File: config.mk
export PLATFORM = sky130hd
export DESIGN_NAME = point_projection_colorizer_top
export DESIGN_NICKNAME = d
export VERILOG_FILES = /design/src/sv/ppc_pkg.sv /design/src/sv/ppc_mac.sv /design/src/sv/ppc_div.sv /design/src/sv/point_projection_colorizer_top.sv
export SDC_FILE = /design/constraint.sdc
export NUM_CORES = 2
export LEC_CHECK = 0
export BUFFER_PORTS_ARGS = -buffer_cell sky130_fd_sc_hd__buf_4
export CAP_MARGIN = 20
export CORE_MARGIN = 2
export CORE_UTILIZATION = 45
export CTS_BUF_LIST = sky130_fd_sc_hd__clkbuf_8
export DETAILED_ROUTE_END_ITERATION = 8
export GPL_ROUTABILITY_DRIVEN = 1
export PLACE_DENSITY = 0.75
export SKIP_CTS_REPAIR_TIMING = 1
export SYNTH_ARGS = -nofsm -noshare
export SYNTH_HDL_FRONTEND = slang
export SYNTH_SLANG_ARGS = --single-unit
File: constraint.sdc
create_clock -name clk -period 9.19 [get_ports clk]
set_input_delay 1.838 -clock clk [delete_from_list [all_inputs] [get_ports clk]]
set_output_delay 1.838 -clock clk [all_outputs]
set_load 0.005 [all_outputs]
File: src/sv/ppc_pkg.sv
// Shared types, constants and the step program of the point projection colorizer.
// Used by every module of the block; depends on nothing.
package ppc_pkg;

  // Field and arithmetic widths.
  localparam int COORD_BITS   = 24;
  localparam int FOCAL_LENGTH = 1000;
  localparam int TRIG_FRAC    = 14;
  localparam int TRIG_ONE     = 16384;
  localparam int TRIG_BITS    = 16;
  localparam int LEVEL_MAX    = 255;
  localparam int LEVEL_BITS   = 8;
  localparam int PIX_BITS     = 12;
  localparam int SIZE_BITS    = 13;
  localparam int SIZE_MAX     = 4096;
  localparam int OFF_BITS     = 24;
  localparam int OPA_W        = 18;
  localparam int CAM_W        = COORD_BITS + 18;
  localparam int DEPTH_W      = (CAM_W > OFF_BITS + 16) ? CAM_W + 1 : OFF_BITS + 17;
  localparam int MB_W         = DEPTH_W;
  localparam int NUM_W        = DEPTH_W + OPA_W;
  localparam int QUO_W        = PIX_BITS + 1;
  localparam int CNT_W        = $clog2(QUO_W);
  localparam int STEP_W       = 5;

  // Port widths.
  localparam int IN_DATA_W  = ((3 * COORD_BITS + 7) / 8) * 8;
  localparam int IN_USER_W  = 2;
  localparam int OUT_DATA_W = 2 * PIX_BITS + 3 * LEVEL_BITS;
  localparam int CFG_IDX_W  = 3;
  localparam int CFG_DATA_W = 24;

  // Reset values of the configuration registers.
  localparam int HEIGHT_RST = 1080;
  localparam int WIDTH_RST  = 1080;
  localparam int OFF_RST    = 50000;

  // Input command codes.
  localparam logic CMD_MEASURE = 1'b0;
  localparam logic CMD_PROJECT = 1'b1;

  typedef enum logic [CFG_IDX_W-1:0] {
    REG_HEIGHT, REG_WIDTH, REG_OFFSET, REG_COS_P, REG_SIN_P, REG_COS_A, REG_SIN_A
  } cfg_reg_t;

  typedef enum logic [2:0] {S_IDLE, S_FETCH, S_ACC, S_DIV, S_OUT} state_t;

  typedef enum logic [1:0] {K_MAC, K_DIV, K_END} step_kind_t;

  typedef enum logic [3:0] {
    A_COS_P, A_SIN_P, A_COS_A, A_SIN_A, A_TRIG_ONE, A_FOCAL, A_COL_C, A_ROW_C, A_LEVEL
  } opa_sel_t;

  typedef enum logic [3:0] {
    B_WX, B_WY, B_WZ, B_TMP, B_OFF, B_CAM0, B_CAM1, B_DEPTH, B_ABS_X, B_Z_DIFF
  } opb_sel_t;

  typedef enum logic [2:0] {M_TMP, M_LOAD, M_ADD, M_ADD_SH, M_FLOOR_ADD} acc_mode_t;

  typedef enum logic [1:0] {CAP_NONE, CAP_CAM0, CAP_CAM1, CAP_DEPTH} cap_sel_t;

  typedef enum logic [1:0] {D_COL, D_ROW, D_BLUE, D_GREEN} div_dest_t;

  typedef struct packed {
    step_kind_t kind;
    opa_sel_t   a;
    opb_sel_t   b;
    acc_mode_t  mode;
    logic       neg;
    cap_sel_t   cap;
    div_dest_t  dest;
  } step_t;

  typedef struct packed {
    logic      mul_en;
    logic      acc_en;
    acc_mode_t mode;
    logic      neg;
  } mac_ctrl_t;

  function automatic step_t mac_op(input opa_sel_t a, input opb_sel_t b,
                                   input acc_mode_t mode, input logic neg,
                                   input cap_sel_t cap);
    step_t st;
    st = '0;
    st.kind = K_MAC;
    st.a    = a;
    st.b    = b;
    st.mode = mode;
    st.neg  = neg;
    st.cap  = cap;
    return st;
  endfunction

  function automatic step_t div_op(input div_dest_t dest);
    step_t st;
    st = '0;
    st.kind = K_DIV;
    st.dest = dest;
    return st;
  endfunction

  // Step program of one projected item. The rotation rows of cam0 and depth are
  // built from nested products so that every multiply stays narrow.
  function automatic step_t prog_step(input logic [STEP_W-1:0] s);
    step_t st;
    st = '0;
    st.kind = K_END;
    case (s)
      5'd0:  st = mac_op(A_COS_A, B_WX, M_TMP, 1'b0, CAP_NONE);
      5'd1:  st = mac_op(A_COS_P, B_TMP, M_LOAD, 1'b0, CAP_NONE);
      5'd2:  st = mac_op(A_SIN_A, B_WY, M_TMP, 1'b0, CAP_NONE);
      5'd3:  st = mac_op(A_COS_P, B_TMP, M_ADD, 1'b1, CAP_NONE);
      5'd4:  st = mac_op(A_SIN_P, B_WZ, M_ADD_SH, 1'b0, CAP_CAM0);
      5'd5:  st = mac_op(A_SIN_A, B_WX, M_LOAD, 1'b0, CAP_NONE);
      5'd6:  st = mac_op(A_COS_A, B_WY, M_ADD, 1'b0, CAP_CAM1);
      5'd7:  st = mac_op(A_COS_A, B_WX, M_TMP, 1'b0, CAP_NONE);
      5'd8:  st = mac_op(A_SIN_P, B_TMP, M_LOAD, 1'b1, CAP_NONE);
      5'd9:  st = mac_op(A_SIN_A, B_WY, M_TMP, 1'b0, CAP_NONE);
      5'd10: st = mac_op(A_SIN_P, B_TMP, M_ADD, 1'b0, CAP_NONE);
      5'd11: st = mac_op(A_COS_P, B_WZ, M_ADD_SH, 1'b0, CAP_NONE);
      5'd12: st = mac_op(A_TRIG_ONE, B_OFF, M_FLOOR_ADD, 1'b0, CAP_DEPTH);
      5'd13: st = mac_op(A_FOCAL, B_CAM1, M_LOAD, 1'b0, CAP_NONE);
      5'd14: st = mac_op(A_COL_C, B_DEPTH, M_ADD, 1'b0, CAP_NONE);
      5'd15: st = div_op(D_COL);
      5'd16: st = mac_op(A_FOCAL, B_CAM0, M_LOAD, 1'b0, CAP_NONE);
      5'd17: st = mac_op(A_ROW_C, B_DEPTH, M_ADD, 1'b0, CAP_NONE);
      5'd18: st = div_op(D_ROW);
      5'd19: st = mac_op(A_LEVEL, B_ABS_X, M_LOAD, 1'b0, CAP_NONE);
      5'd20: st = div_op(D_BLUE);
      5'd21: st = mac_op(A_LEVEL, B_Z_DIFF, M_LOAD, 1'b0, CAP_NONE);
      5'd22: st = div_op(D_GREEN);
      default: st.kind = K_END;
    endcase
    return st;
  endfunction

  // Magnitude of a signed coordinate; the most negative value fits unsigned.
  function automatic logic [COORD_BITS-1:0] abs_coord(input logic [COORD_BITS-1:0] v);
    logic signed [COORD_BITS:0] e;
    e = {v[COORD_BITS-1], v};
    if (e < 0) e = -e;
    return e[COORD_BITS-1:0];
  endfunction

endpackage

File: src/sv/ppc_mac.sv
// Shared multiply-accumulate unit: one registered product, then an accumulate step.
// Depends on ppc_pkg for widths and control types.
module ppc_mac
  import ppc_pkg::*;
(
  input  logic                    clk,
  input  mac_ctrl_t               ctrl,
  input  logic signed [OPA_W-1:0] op_a,
  input  logic signed [MB_W-1:0]  op_b,
  output logic signed [NUM_W-1:0] acc_r,
  output logic signed [NUM_W-1:0] acc_nxt,
  output logic signed [MB_W-1:0]  tmp_r
);

  logic signed [NUM_W-1:0] prod_r;
  logic signed [NUM_W-1:0] prod_nxt;
  logic signed [NUM_W-1:0] term;
  logic signed [MB_W-1:0]  tmp_nxt;

  assign prod_nxt = op_a * op_b;

  // Accumulate step selected by the sequencer.
  always_comb begin
    term    = ctrl.neg ? -prod_r : prod_r;
    acc_nxt = acc_r;
    tmp_nxt = tmp_r;
    case (ctrl.mode)
      M_TMP:       tmp_nxt = prod_r[MB_W-1:0];
      M_LOAD:      acc_nxt = term;
      M_ADD:       acc_nxt = acc_r + term;
      M_ADD_SH:    acc_nxt = acc_r + (term <<< TRIG_FRAC);
      M_FLOOR_ADD: acc_nxt = (acc_r >>> TRIG_FRAC) + term;
      default:     acc_nxt = acc_r;
    endcase
  end

  always_ff @(posedge clk) begin
    if (ctrl.mul_en) begin
      prod_r <= prod_nxt;
    end
    if (ctrl.acc_en) begin
      acc_r <= acc_nxt;
      tmp_r <= tmp_nxt;
    end
  end

endmodule

File: src/sv/ppc_div.sv
// Restoring divider giving a short quotient, one bit per cycle.
// The top quotient bit flags a quotient of at least 2**PIX_BITS. Depends on ppc_pkg.
module ppc_div
  import ppc_pkg::*;
(
  input  logic             clk,
  input  logic             rst_n,
  input  logic             start,
  input  logic [NUM_W-1:0] dividend,
  input  logic [NUM_W-1:0] divisor,
  output logic             done_r,
  output logic [QUO_W-1:0] quo_r
);

  logic             busy_r;
  logic [CNT_W-1:0] cnt_r;
  logic [NUM_W-1:0] rem_r;
  logic [NUM_W-1:0] den_sh_r;
  logic             fits;

  assign fits = rem_r >= den_sh_r;

  // Control: count quotient bits and pulse done after the last one.
  always_ff @(posedge clk) begin
    if (!rst_n) begin
      busy_r <= 1'b0;
      done_r <= 1'b0;
      cnt_r  <= '0;
    end else begin
      done_r <= 1'b0;
      if (start) begin
        busy_r <= 1'b1;
        cnt_r  <= CNT_W'(QUO_W - 1);
      end else if (busy_r) begin
        if (cnt_r == '0) begin
          busy_r <= 1'b0;
          done_r <= 1'b1;
        end else begin
          cnt_r <= cnt_r - 1'b1;
        end
      end
    end
  end

  // Datapath: compare and subtract the shifted divisor.
  always_ff @(posedge clk) begin
    if (start) begin
      rem_r    <= dividend;
      den_sh_r <= divisor << (QUO_W - 1);
      quo_r    <= '0;
    end else if (busy_r) begin
      if (fits) begin
        rem_r <= rem_r - den_sh_r;
      end
      quo_r    <= {quo_r[QUO_W-2:0], fits};
      den_sh_r <= den_sh_r >> 1;
    end
  end

endmodule

File: src/sv/point_projection_colorizer_top.sv
// Sequence: a measure item gives no result; a project item raises out_tvalid after
// 19 multiply-accumulate steps (fetch, then accumulate), four divides (a start, then
// the divider's bit steps), one end step and one output load.
// No item is taken until a project item's result is loaded; a stalled result holds it longer.
// Reset (synchronous, rst_n low) restores the control and configuration registers and clears the extents.
// Depends on ppc_pkg, ppc_mac and ppc_div.
module point_projection_colorizer_top
  import ppc_pkg::*;
(
  input  logic                  clk,
  input  logic                  rst_n,
  input  logic                  in_tvalid,
  output logic                  in_tready,
  input  logic [IN_DATA_W-1:0]  in_tdata,   // x_mm, y_mm, z_mm
  input  logic [IN_USER_W-1:0]  in_tuser,   // command, first_point
  output logic                  out_tvalid,
  input  logic                  out_tready,
  output logic [OUT_DATA_W-1:0] out_tdata,  // pixel_column, pixel_row, red, green, blue
  output logic [0:0]            out_tuser,  // on_image
  input  logic                  cfg_valid,
  output logic                  cfg_ready,
  input  logic [CFG_IDX_W-1:0]  cfg_index,
  input  logic [CFG_DATA_W-1:0] cfg_data
);

  state_t state_r, state_nxt;
  logic [STEP_W-1:0] step_r;
  step_t             st;

  // Configuration registers.
  logic [SIZE_BITS-1:0]        height_r, width_r;
  logic signed [OFF_BITS-1:0]  off_r;
  logic signed [TRIG_BITS-1:0] cos_p_r, sin_p_r, cos_a_r, sin_a_r;

  // Extents.
  logic [COORD_BITS-1:0]        lax_r;
  logic signed [COORD_BITS-1:0] lz_r, gz_r;

  // Item being projected and intermediate values.
  logic signed [COORD_BITS-1:0] x_r, y_r, z_r;
  logic signed [CAM_W-1:0]      cam0_r, cam1_r;
  logic signed [DEPTH_W-1:0]    depth_r;
  logic [PIX_BITS-1:0]          col_val_r, row_val_r;
  logic                         col_ok_r, row_ok_r;
  logic [LEVEL_BITS-1:0]        blue_r, green_r;

  logic                  out_valid_r;
  logic [OUT_DATA_W-1:0] out_data_r;
  logic                  out_on_r;

  logic in_acc, out_free, cfg_acc;
  logic signed [COORD_BITS-1:0] in_x, in_z;
  logic [COORD_BITS-1:0]        in_ax, ax;
  logic signed [COORD_BITS:0]   wx, wy, wz, z_range, z_diff;
  logic range_pos, z_above, depth_pos, on_img;

  logic signed [OPA_W-1:0] op_a;
  logic signed [MB_W-1:0]  op_b;
  logic signed [NUM_W-1:0] acc_r, acc_nxt;
  logic signed [MB_W-1:0]  tmp_r;
  mac_ctrl_t               mac_ctrl;

  logic             div_start, div_done;
  logic [NUM_W-1:0] div_num, div_den;
  logic [QUO_W-1:0] div_quo;
  logic [LEVEL_BITS-1:0] level;
  logic signed [TRIG_BITS:0] cfg_trig;

  assign in_tready = (state_r == S_IDLE);
  assign in_acc    = in_tvalid && in_tready;
  assign cfg_ready = 1'b1;
  assign cfg_acc   = cfg_valid && cfg_ready;
  assign out_free  = !out_valid_r || out_tready;

  assign in_x  = in_tdata[COORD_BITS-1:0];
  assign in_z  = in_tdata[3*COORD_BITS-1:2*COORD_BITS];
  assign in_ax = abs_coord(in_x);
  assign ax    = abs_coord(x_r);

  // Camera frame inputs: x and y negated.
  assign wx = -{x_r[COORD_BITS-1], x_r};
  assign wy = -{y_r[COORD_BITS-1], y_r};
  assign wz = {z_r[COORD_BITS-1], z_r};

  assign z_range   = {gz_r[COORD_BITS-1], gz_r} - {lz_r[COORD_BITS-1], lz_r};
  assign z_diff    = wz - {lz_r[COORD_BITS-1], lz_r};
  assign range_pos = !z_range[COORD_BITS] && (z_range != '0);
  assign z_above   = !z_diff[COORD_BITS] && (z_diff != '0);
  assign depth_pos = !depth_r[DEPTH_W-1] && (depth_r != '0);

  assign st = prog_step(step_r);

  // Operand selection for the shared multiplier.
  always_comb begin
    case (st.a)
      A_COS_P:    op_a = OPA_W'(cos_p_r);
      A_SIN_P:    op_a = OPA_W'(sin_p_r);
      A_COS_A:    op_a = OPA_W'(cos_a_r);
      A_SIN_A:    op_a = OPA_W'(sin_a_r);
      A_TRIG_ONE: op_a = OPA_W'(TRIG_ONE);
      A_FOCAL:    op_a = OPA_W'(FOCAL_LENGTH);
      A_COL_C:    op_a = OPA_W'(width_r >> 1);
      A_ROW_C:    op_a = OPA_W'(height_r >> 1);
      A_LEVEL:    op_a = OPA_W'(LEVEL_MAX);
      default:    op_a = '0;
    endcase
    case (st.b)
      B_WX:     op_b = MB_W'(wx);
      B_WY:     op_b = MB_W'(wy);
      B_WZ:     op_b = MB_W'(wz);
      B_TMP:    op_b = tmp_r;
      B_OFF:    op_b = MB_W'(off_r);
      B_CAM0:   op_b = MB_W'(cam0_r);
      B_CAM1:   op_b = MB_W'(cam1_r);
      B_DEPTH:  op_b = depth_r;
      B_ABS_X:  op_b = MB_W'(ax);
      B_Z_DIFF: op_b = MB_W'(z_diff);
      default:  op_b = '0;
    endcase
  end

  // Divider operands: magnitude of the accumulator over the chosen divisor.
  always_comb begin
    div_num = acc_r[NUM_W-1] ? NUM_W'(-acc_r) : NUM_W'(acc_r);
    case (st.dest)
      D_COL, D_ROW: div_den = NUM_W'($unsigned(depth_r));
      D_BLUE:       div_den = NUM_W'(lax_r);
      D_GREEN:      div_den = NUM_W'($unsigned(z_range));
      default:      div_den = '0;
    endcase
    level = (div_quo > QUO_W'(LEVEL_MAX)) ? LEVEL_BITS'(LEVEL_MAX) : div_quo[LEVEL_BITS-1:0];
  end

  ppc_mac u_mac (
    .clk     (clk),
    .ctrl    (mac_ctrl),
    .op_a    (op_a),
    .op_b    (op_b),
    .acc_r   (acc_r),
    .acc_nxt (acc_nxt),
    .tmp_r   (tmp_r)
  );

  ppc_div u_div (
    .clk      (clk),
    .rst_n    (rst_n),
    .start    (div_start),
    .dividend (div_num),
    .divisor  (div_den),
    .done_r   (div_done),
    .quo_r    (div_quo)
  );

  // Sequencer: next state and unit controls.
  always_comb begin
    state_nxt       = state_r;
    mac_ctrl.mul_en = 1'b0;
    mac_ctrl.acc_en = 1'b0;
    mac_ctrl.mode   = st.mode;
    mac_ctrl.neg    = st.neg;
    div_start       = 1'b0;
    case (state_r)
      S_IDLE: begin
        if (in_acc && in_tuser[0] == CMD_PROJECT) state_nxt = S_FETCH;
      end
      S_FETCH: begin
        case (st.kind)
          K_MAC: begin
            mac_ctrl.mul_en = 1'b1;
            state_nxt       = S_ACC;
          end
          K_DIV: begin
            div_start = 1'b1;
            state_nxt = S_DIV;
          end
          default: state_nxt = S_OUT;
        endcase
      end
      S_ACC: begin
        mac_ctrl.acc_en = 1'b1;
        state_nxt       = S_FETCH;
      end
      S_DIV: begin
        if (div_done) state_nxt = S_FETCH;
      end
      S_OUT: begin
        if (out_free) state_nxt = S_IDLE;
      end
      default: state_nxt = S_IDLE;
    endcase
  end

  always_ff @(posedge clk) begin
    if (!rst_n) begin
      state_r <= S_IDLE;
    end else begin
      state_r <= state_nxt;
    end
  end

  // Step counter.
  always_ff @(posedge clk) begin
    if (!rst_n) begin
      step_r <= '0;
    end else if (in_acc) begin
      step_r <= '0;
    end else if ((state_r == S_ACC) || (state_r == S_DIV && div_done)) begin
      step_r <= step_r + 1'b1;
    end
  end

  // Configuration writes, held to their legal ranges.
  always_comb begin
    cfg_trig = (TRIG_BITS + 1)'($signed(cfg_data[TRIG_BITS-1:0]));
    if (cfg_trig > (TRIG_BITS + 1)'(TRIG_ONE)) cfg_trig = (TRIG_BITS + 1)'(TRIG_ONE);
    if (cfg_trig < -(TRIG_BITS + 1)'(TRIG_ONE)) cfg_trig = -(TRIG_BITS + 1)'(TRIG_ONE);
  end

  always_ff @(posedge clk) begin
    if (!rst_n) begin
      height_r <= SIZE_BITS'(HEIGHT_RST);
      width_r  <= SIZE_BITS'(WIDTH_RST);
      off_r    <= OFF_BITS'(OFF_RST);
      cos_p_r  <= TRIG_BITS'(TRIG_ONE);
      sin_p_r  <= '0;
      cos_a_r  <= TRIG_BITS'(TRIG_ONE);
      sin_a_r  <= '0;
    end else if (cfg_acc) begin
      case (cfg_index)
        REG_HEIGHT: begin
          if (cfg_data[SIZE_BITS-1:0] == '0) height_r <= SIZE_BITS'(1);
          else if (cfg_data[SIZE_BITS-1:0] > SIZE_BITS'(SIZE_MAX))
            height_r <= SIZE_BITS'(SIZE_MAX);
          else height_r <= cfg_data[SIZE_BITS-1:0];
        end
        REG_WIDTH: begin
          if (cfg_data[SIZE_BITS-1:0] == '0) width_r <= SIZE_BITS'(1);
          else if (cfg_data[SIZE_BITS-1:0] > SIZE_BITS'(SIZE_MAX))
            width_r <= SIZE_BITS'(SIZE_MAX);
          else width_r <= cfg_data[SIZE_BITS-1:0];
        end
        REG_OFFSET: off_r   <= cfg_data[OFF_BITS-1:0];
        REG_COS_P:  cos_p_r <= cfg_trig[TRIG_BITS-1:0];
        REG_SIN_P:  sin_p_r <= cfg_trig[TRIG_BITS-1:0];
        REG_COS_A:  cos_a_r <= cfg_trig[TRIG_BITS-1:0];
        REG_SIN_A:  sin_a_r <= cfg_trig[TRIG_BITS-1:0];
        default: ;
      endcase
    end
  end

  // Extents, updated by measure items; first_point restarts them.
  always_ff @(posedge clk) begin
    if (!rst_n) begin
      lax_r <= '0;
      lz_r  <= {1'b0, {(COORD_BITS-1){1'b1}}};
      gz_r  <= {1'b1, {(COORD_BITS-1){1'b0}}};
    end else if (in_acc && in_tuser[0] == CMD_MEASURE) begin
      if (in_tuser[1]) begin
        lax_r <= in_ax;
        lz_r  <= in_z;
        gz_r  <= in_z;
      end else begin
        if (in_ax > lax_r) lax_r <= in_ax;
        if (in_z < lz_r) lz_r <= in_z;
        if (in_z > gz_r) gz_r <= in_z;
      end
    end
  end

  // Item coordinates and captured intermediate values.
  always_ff @(posedge clk) begin
    if (in_acc) begin
      x_r <= in_x;
      y_r <= in_tdata[2*COORD_BITS-1:COORD_BITS];
      z_r <= in_z;
    end
    if (state_r == S_ACC) begin
      case (st.cap)
        CAP_CAM0:  cam0_r  <= CAM_W'(acc_nxt >>> TRIG_FRAC);
        CAP_CAM1:  cam1_r  <= CAM_W'(acc_nxt);
        CAP_DEPTH: depth_r <= DEPTH_W'(acc_nxt);
        default: ;
      endcase
    end
    if (state_r == S_DIV && div_done) begin
      case (st.dest)
        D_COL: begin
          col_val_r <= div_quo[PIX_BITS-1:0];
          col_ok_r  <= acc_r[NUM_W-1] ? (div_quo == '0) : (div_quo < width_r);
        end
        D_ROW: begin
          row_val_r <= div_quo[PIX_BITS-1:0];
          row_ok_r  <= acc_r[NUM_W-1] ? (div_quo == '0) : (div_quo < height_r);
        end
        D_BLUE:  blue_r  <= (lax_r == '0) ? '0 : level;
        D_GREEN: green_r <= (range_pos && z_above) ? level : '0;
        default: ;
      endcase
    end
  end

  // Output register.
  assign on_img = depth_pos && col_ok_r && row_ok_r;

  always_ff @(posedge clk) begin
    if (!rst_n) begin
      out_valid_r <= 1'b0;
    end else if (state_r == S_OUT && out_free) begin
      out_valid_r <= 1'b1;
    end else if (out_tready) begin
      out_valid_r <= 1'b0;
    end
  end

  always_ff @(posedge clk) begin
    if (state_r == S_OUT && out_free) begin
      out_on_r   <= on_img;
      out_data_r <= {blue_r, green_r, ~blue_r,
                     on_img ? row_val_r : '0, on_img ? col_val_r : '0};
    end
  end

  assign out_tvalid   = out_valid_r;
  assign out_tdata    = out_data_r;
  assign out_tuser[0] = out_on_r;

endmodule

==> summary.md <==
| Metric | Value |
|---|---|
| Initial DRC Count | around 7200 |
| Commonest non-fill, non-tap cell in the layout | inv_1 |
| Core area | 167000 sq um |
| Count of cell types in the netlist | 89 |
| Hold Startpoint | green_r[6]$_SDFFCE_PN0P_ |
| CP Capture Type | register |
| Share of the synthesized area in the top cell type | ~22% |
| Clock sink total | slightly below 800 |
| Highest clock rate | 0.1002 GHz |
| Average via count per standard cell | just under 6 |
| Setup ws final | -790.3 ps |
| Root buffer cell | clkbuf_8 |
| Post-Syn Instances | around 8300 |
| GRT overflow | 0 |
| I/O pins | roughly 160 |
| Setup violators final | 25 |
| Seq/Total Area, Yosys | about 28% |
| Total die area | between 150000 and 200000 sq um |
| Outcome | finished, violations left |
| Crit-path max cell delay | around 590 ps |
| Worst EP arrival | between 10000 and 15000 ps |
| Initial antenna violation count | 5 |
| Tightest Pin Transition | around 1100 ps |
| Overall Global Routing Usage | a little over 30% |
| Fillers | between 10000 and 15000 |
| Detailed Place HPWL | between 200 and 250 mm |
| Combinational power share | 31.2% |
| Layout cells sized above 1 | 16.67% |
| Dominant synthesized flop cell | edfxtp_1 |
| Critical path fanouts, max | 8 |
| Worst path slowest cell | fa_1 |
| Htree depth | 4 |
| FFs w/ async S/R, synth | 0% |
| Starting Density | 45.27% |
| CP most frequent cell | inv_1 |
| RSZ-0062 raised after global routing | yes |
| Post-synth EDFFs | around 560 |
| Period Utilization, post-route | 108.6% |
| Synth area leader | edfxtp_1 |
| Clk pin slew, worst setup/hold paths | 70 ps |
| Site row count | 150 |
| Fin. max-slew vios | 0 |
| Worst r2r src | z_r[0]$_DFFE_PP_ |
| Clock power share | a little under a third |
| Synthesized Nets | about 9600 |
| Cell internal pwr | between 6000 and 7000 uW |
| Critical Path Start | z_r[0]$_DFFE_PP_ |
| Most frequent cells in the layout | inv_1 (1122), nand2_1 (1100), buf_4 (938), fa_1 (722), edfxtp_1 (559) |
| Register bit total from synthesis | ~800 |
| Number of routed nets with antenna violations | 0 |
| Failing checks | negative setup slack |
| Max IR drop VDD | approximately 150 uV |
| Die height | roughly 410 um |
| Sw power | about 3600 uW |
| Critical Path Start Type | register |
| Syn. warnings | 0 |
| Clock Latency Late Sink | 920 ps |
| Post-Syn Area | between 70000 and 80000 sq um |
| Clk_skew | around 60 ps |
| Area Growth Syn to Fin | 18.66% |
| Final instance area | approximately 90000 sq um |
| CTS buffer count | 134 |
| Maxcap violations | 0 |
| Seq pwr share | a little under two fifths |
| Hold Path Class | register to register |
| CP Class | register to register |
| Final Hold Vio Count | 0 |
| CTS tree | yes |
| DR DRC count | 0 |
| Crit path time final | between 9000 and 10000 ps |
| Avg WL per Cell | between 20 and 25 um |
| IO Port Bufs | 156 |
| Die W | between 400 and 500 um |
| Place WS | -1169 ps |
| Vias in the first global route | 66220 |
| Leading post-synthesis cells by cell area | edfxtp_1 (22%), fa_1 (19%), ha_1 (7.6%), dfxtp_1 (6.0%), nand2_1 (5.5%) |
| Mean post-synth cell area | 9.104 sq um |
| Required time of the critical path | 9820 ps |
| Routed WL | around 260 mm |
| First-pass GRT wire length | between 300 and 400 mm |
| Placed cell areas | between 80000 and 90000 sq um |
| Nets | between 10000 and 15000 |
| TritonRoute pass-1 iters | 7 |
| Pleak | a little under 0.04 uW |
| GP Congestion | between 1 and 1.5 |
| Net Sw Frac | 33.84% |
| Slew HR | about 23% |
| Pin count of the biggest net entering global routing | 81 |
| Via count | about 66000 |
| Pwr Density | approximately 120 nW/um^2 |
| CTS max path bufs | 3 |
## metal layers
layer,wire length (um),GRT usage (%)
met5,14,0
met4,13350,13.47
met3,22950,4.585
met2,120300,49.04
met1,105400,40.29
## final cells by class
class	instances	area, sq um	area share, %
multi-input combinational	6011	50020	55.75
sequential	785	21320	23.76
timing repair buffer	1040	8811	9.819
inverter	1110	4167	4.643
tap	2204	2758	3.073
clock buffer	146	2009	2.239
clock inverter	98	641.9	0.7153
antenna	3	7.507	0.008366
## metrics by stage
stage / total power, uW / cells / setup TNS, ps / util [%] / hold WS, ps
floorplan: 5881 / 8307 / 0 / - / 400.3
global placement: 7075 / 11100 / -12460 / 51.17 / 404.5
detailed placement: 7123 / 11100 / -16340 / 51.20 / 404.5
CTS: 10320 / 11340 / -18200 / 52.79 / 414.6
global route: 11000 / 11400 / -16460 / 53.72 / 431.7
finish: 10530 / 11400 / -9091 / 53.72 / 417.1
## power groups by stage
stage	sequential (uW)	combinational (uW)	clock (uW)
finish	4020	3290	3220
global route	4030	3590	3380
CTS	4020	3050	3250
detailed placement	4090	3030	0
global placement	4090	2990	0
floorplan	4040	1840	0
## state kept, by name, summed over array words and instances, names as in the netlist, 42 cells and up
| name | count |
|---|---|
| u_mac.prod_r | 61 |
| cam0_r | 42 |
| u_div.rem_r | 61 |
| out_tdata | 48 |
| u_div.den_sh_r | 55 |
| depth_r | 43 |
| u_mac.acc_r | 61 |
| u_mac.tmp_r | 43 |
| cam1_r | 42 |
## cells by family after synthesis
kind of cell | after synthesis | synth area share, %
DFF | 785 | 28.18
adders and majority gates | 1190 | 26.96
other | 1 | 0.004959
and+or+nand+nor | 2552 | 15.72
buffers and inverters | 1511 | 7.518
muxes | 136 | 1.838
xor gates and xnor gates | 411 | 4.760
AOI/OAI and AO/OA | 1721 | 15.03
## critical path: cells and delay by family (launching register included)
kind	cells	cell delay (ps)
adder cells (fa/ha/maj)	9	3810
AO/OA/AOI/OAI	13	3060
buffers and inverters	13	1340
flip-flops	1	390
AND/OR/NAND/NOR	6	1010
XOR/XNOR	1	70
## synth_stat cells, types with 26 or more instances
library cell     n
mux2i_1        131
and2_1         214
a211oi_1        51
edfxtp_1       559
xnor2_1        270
a21o_1         188
o21ai_0        387
nand4_1         67
dfxtp_1        226
a221oi_1        44
and3_1          39
or4_1           32
a222oi_1        27
clkbuf_1       377
ha_1           458
nand2_1       1111
o31ai_1         50
nor3_1         101
nor2b_1        137
nand2b_1        59
fa_1           732
o22ai_1         26
o21a_1          52
a31oi_1         45
or3_1           44
nor2_1         487
o21bai_1        39
a22oi_1         87
o211ai_1        41
a21oi_1        399
a22o_1          32
inv_1         1109
a21boi_0        47
nor4_1          70
nand3_1        107
xor2_1         141
## final timing paths
check / endpoint / slack (ps) / cells after the start
hold / removal: out_tdata[38]$_DFFE_PP_ / 420 / 0
setup reg to reg: u_mac.prod_r[59]$_DFFE_PP_ / -790 / 42
hold reg to reg: out_tdata[38]$_DFFE_PP_ / 420 / 0
setup / recovery: u_mac.prod_r[59]$_DFFE_PP_ / -790 / 42
Note: power is estimated with default switching activity, not from simulation.
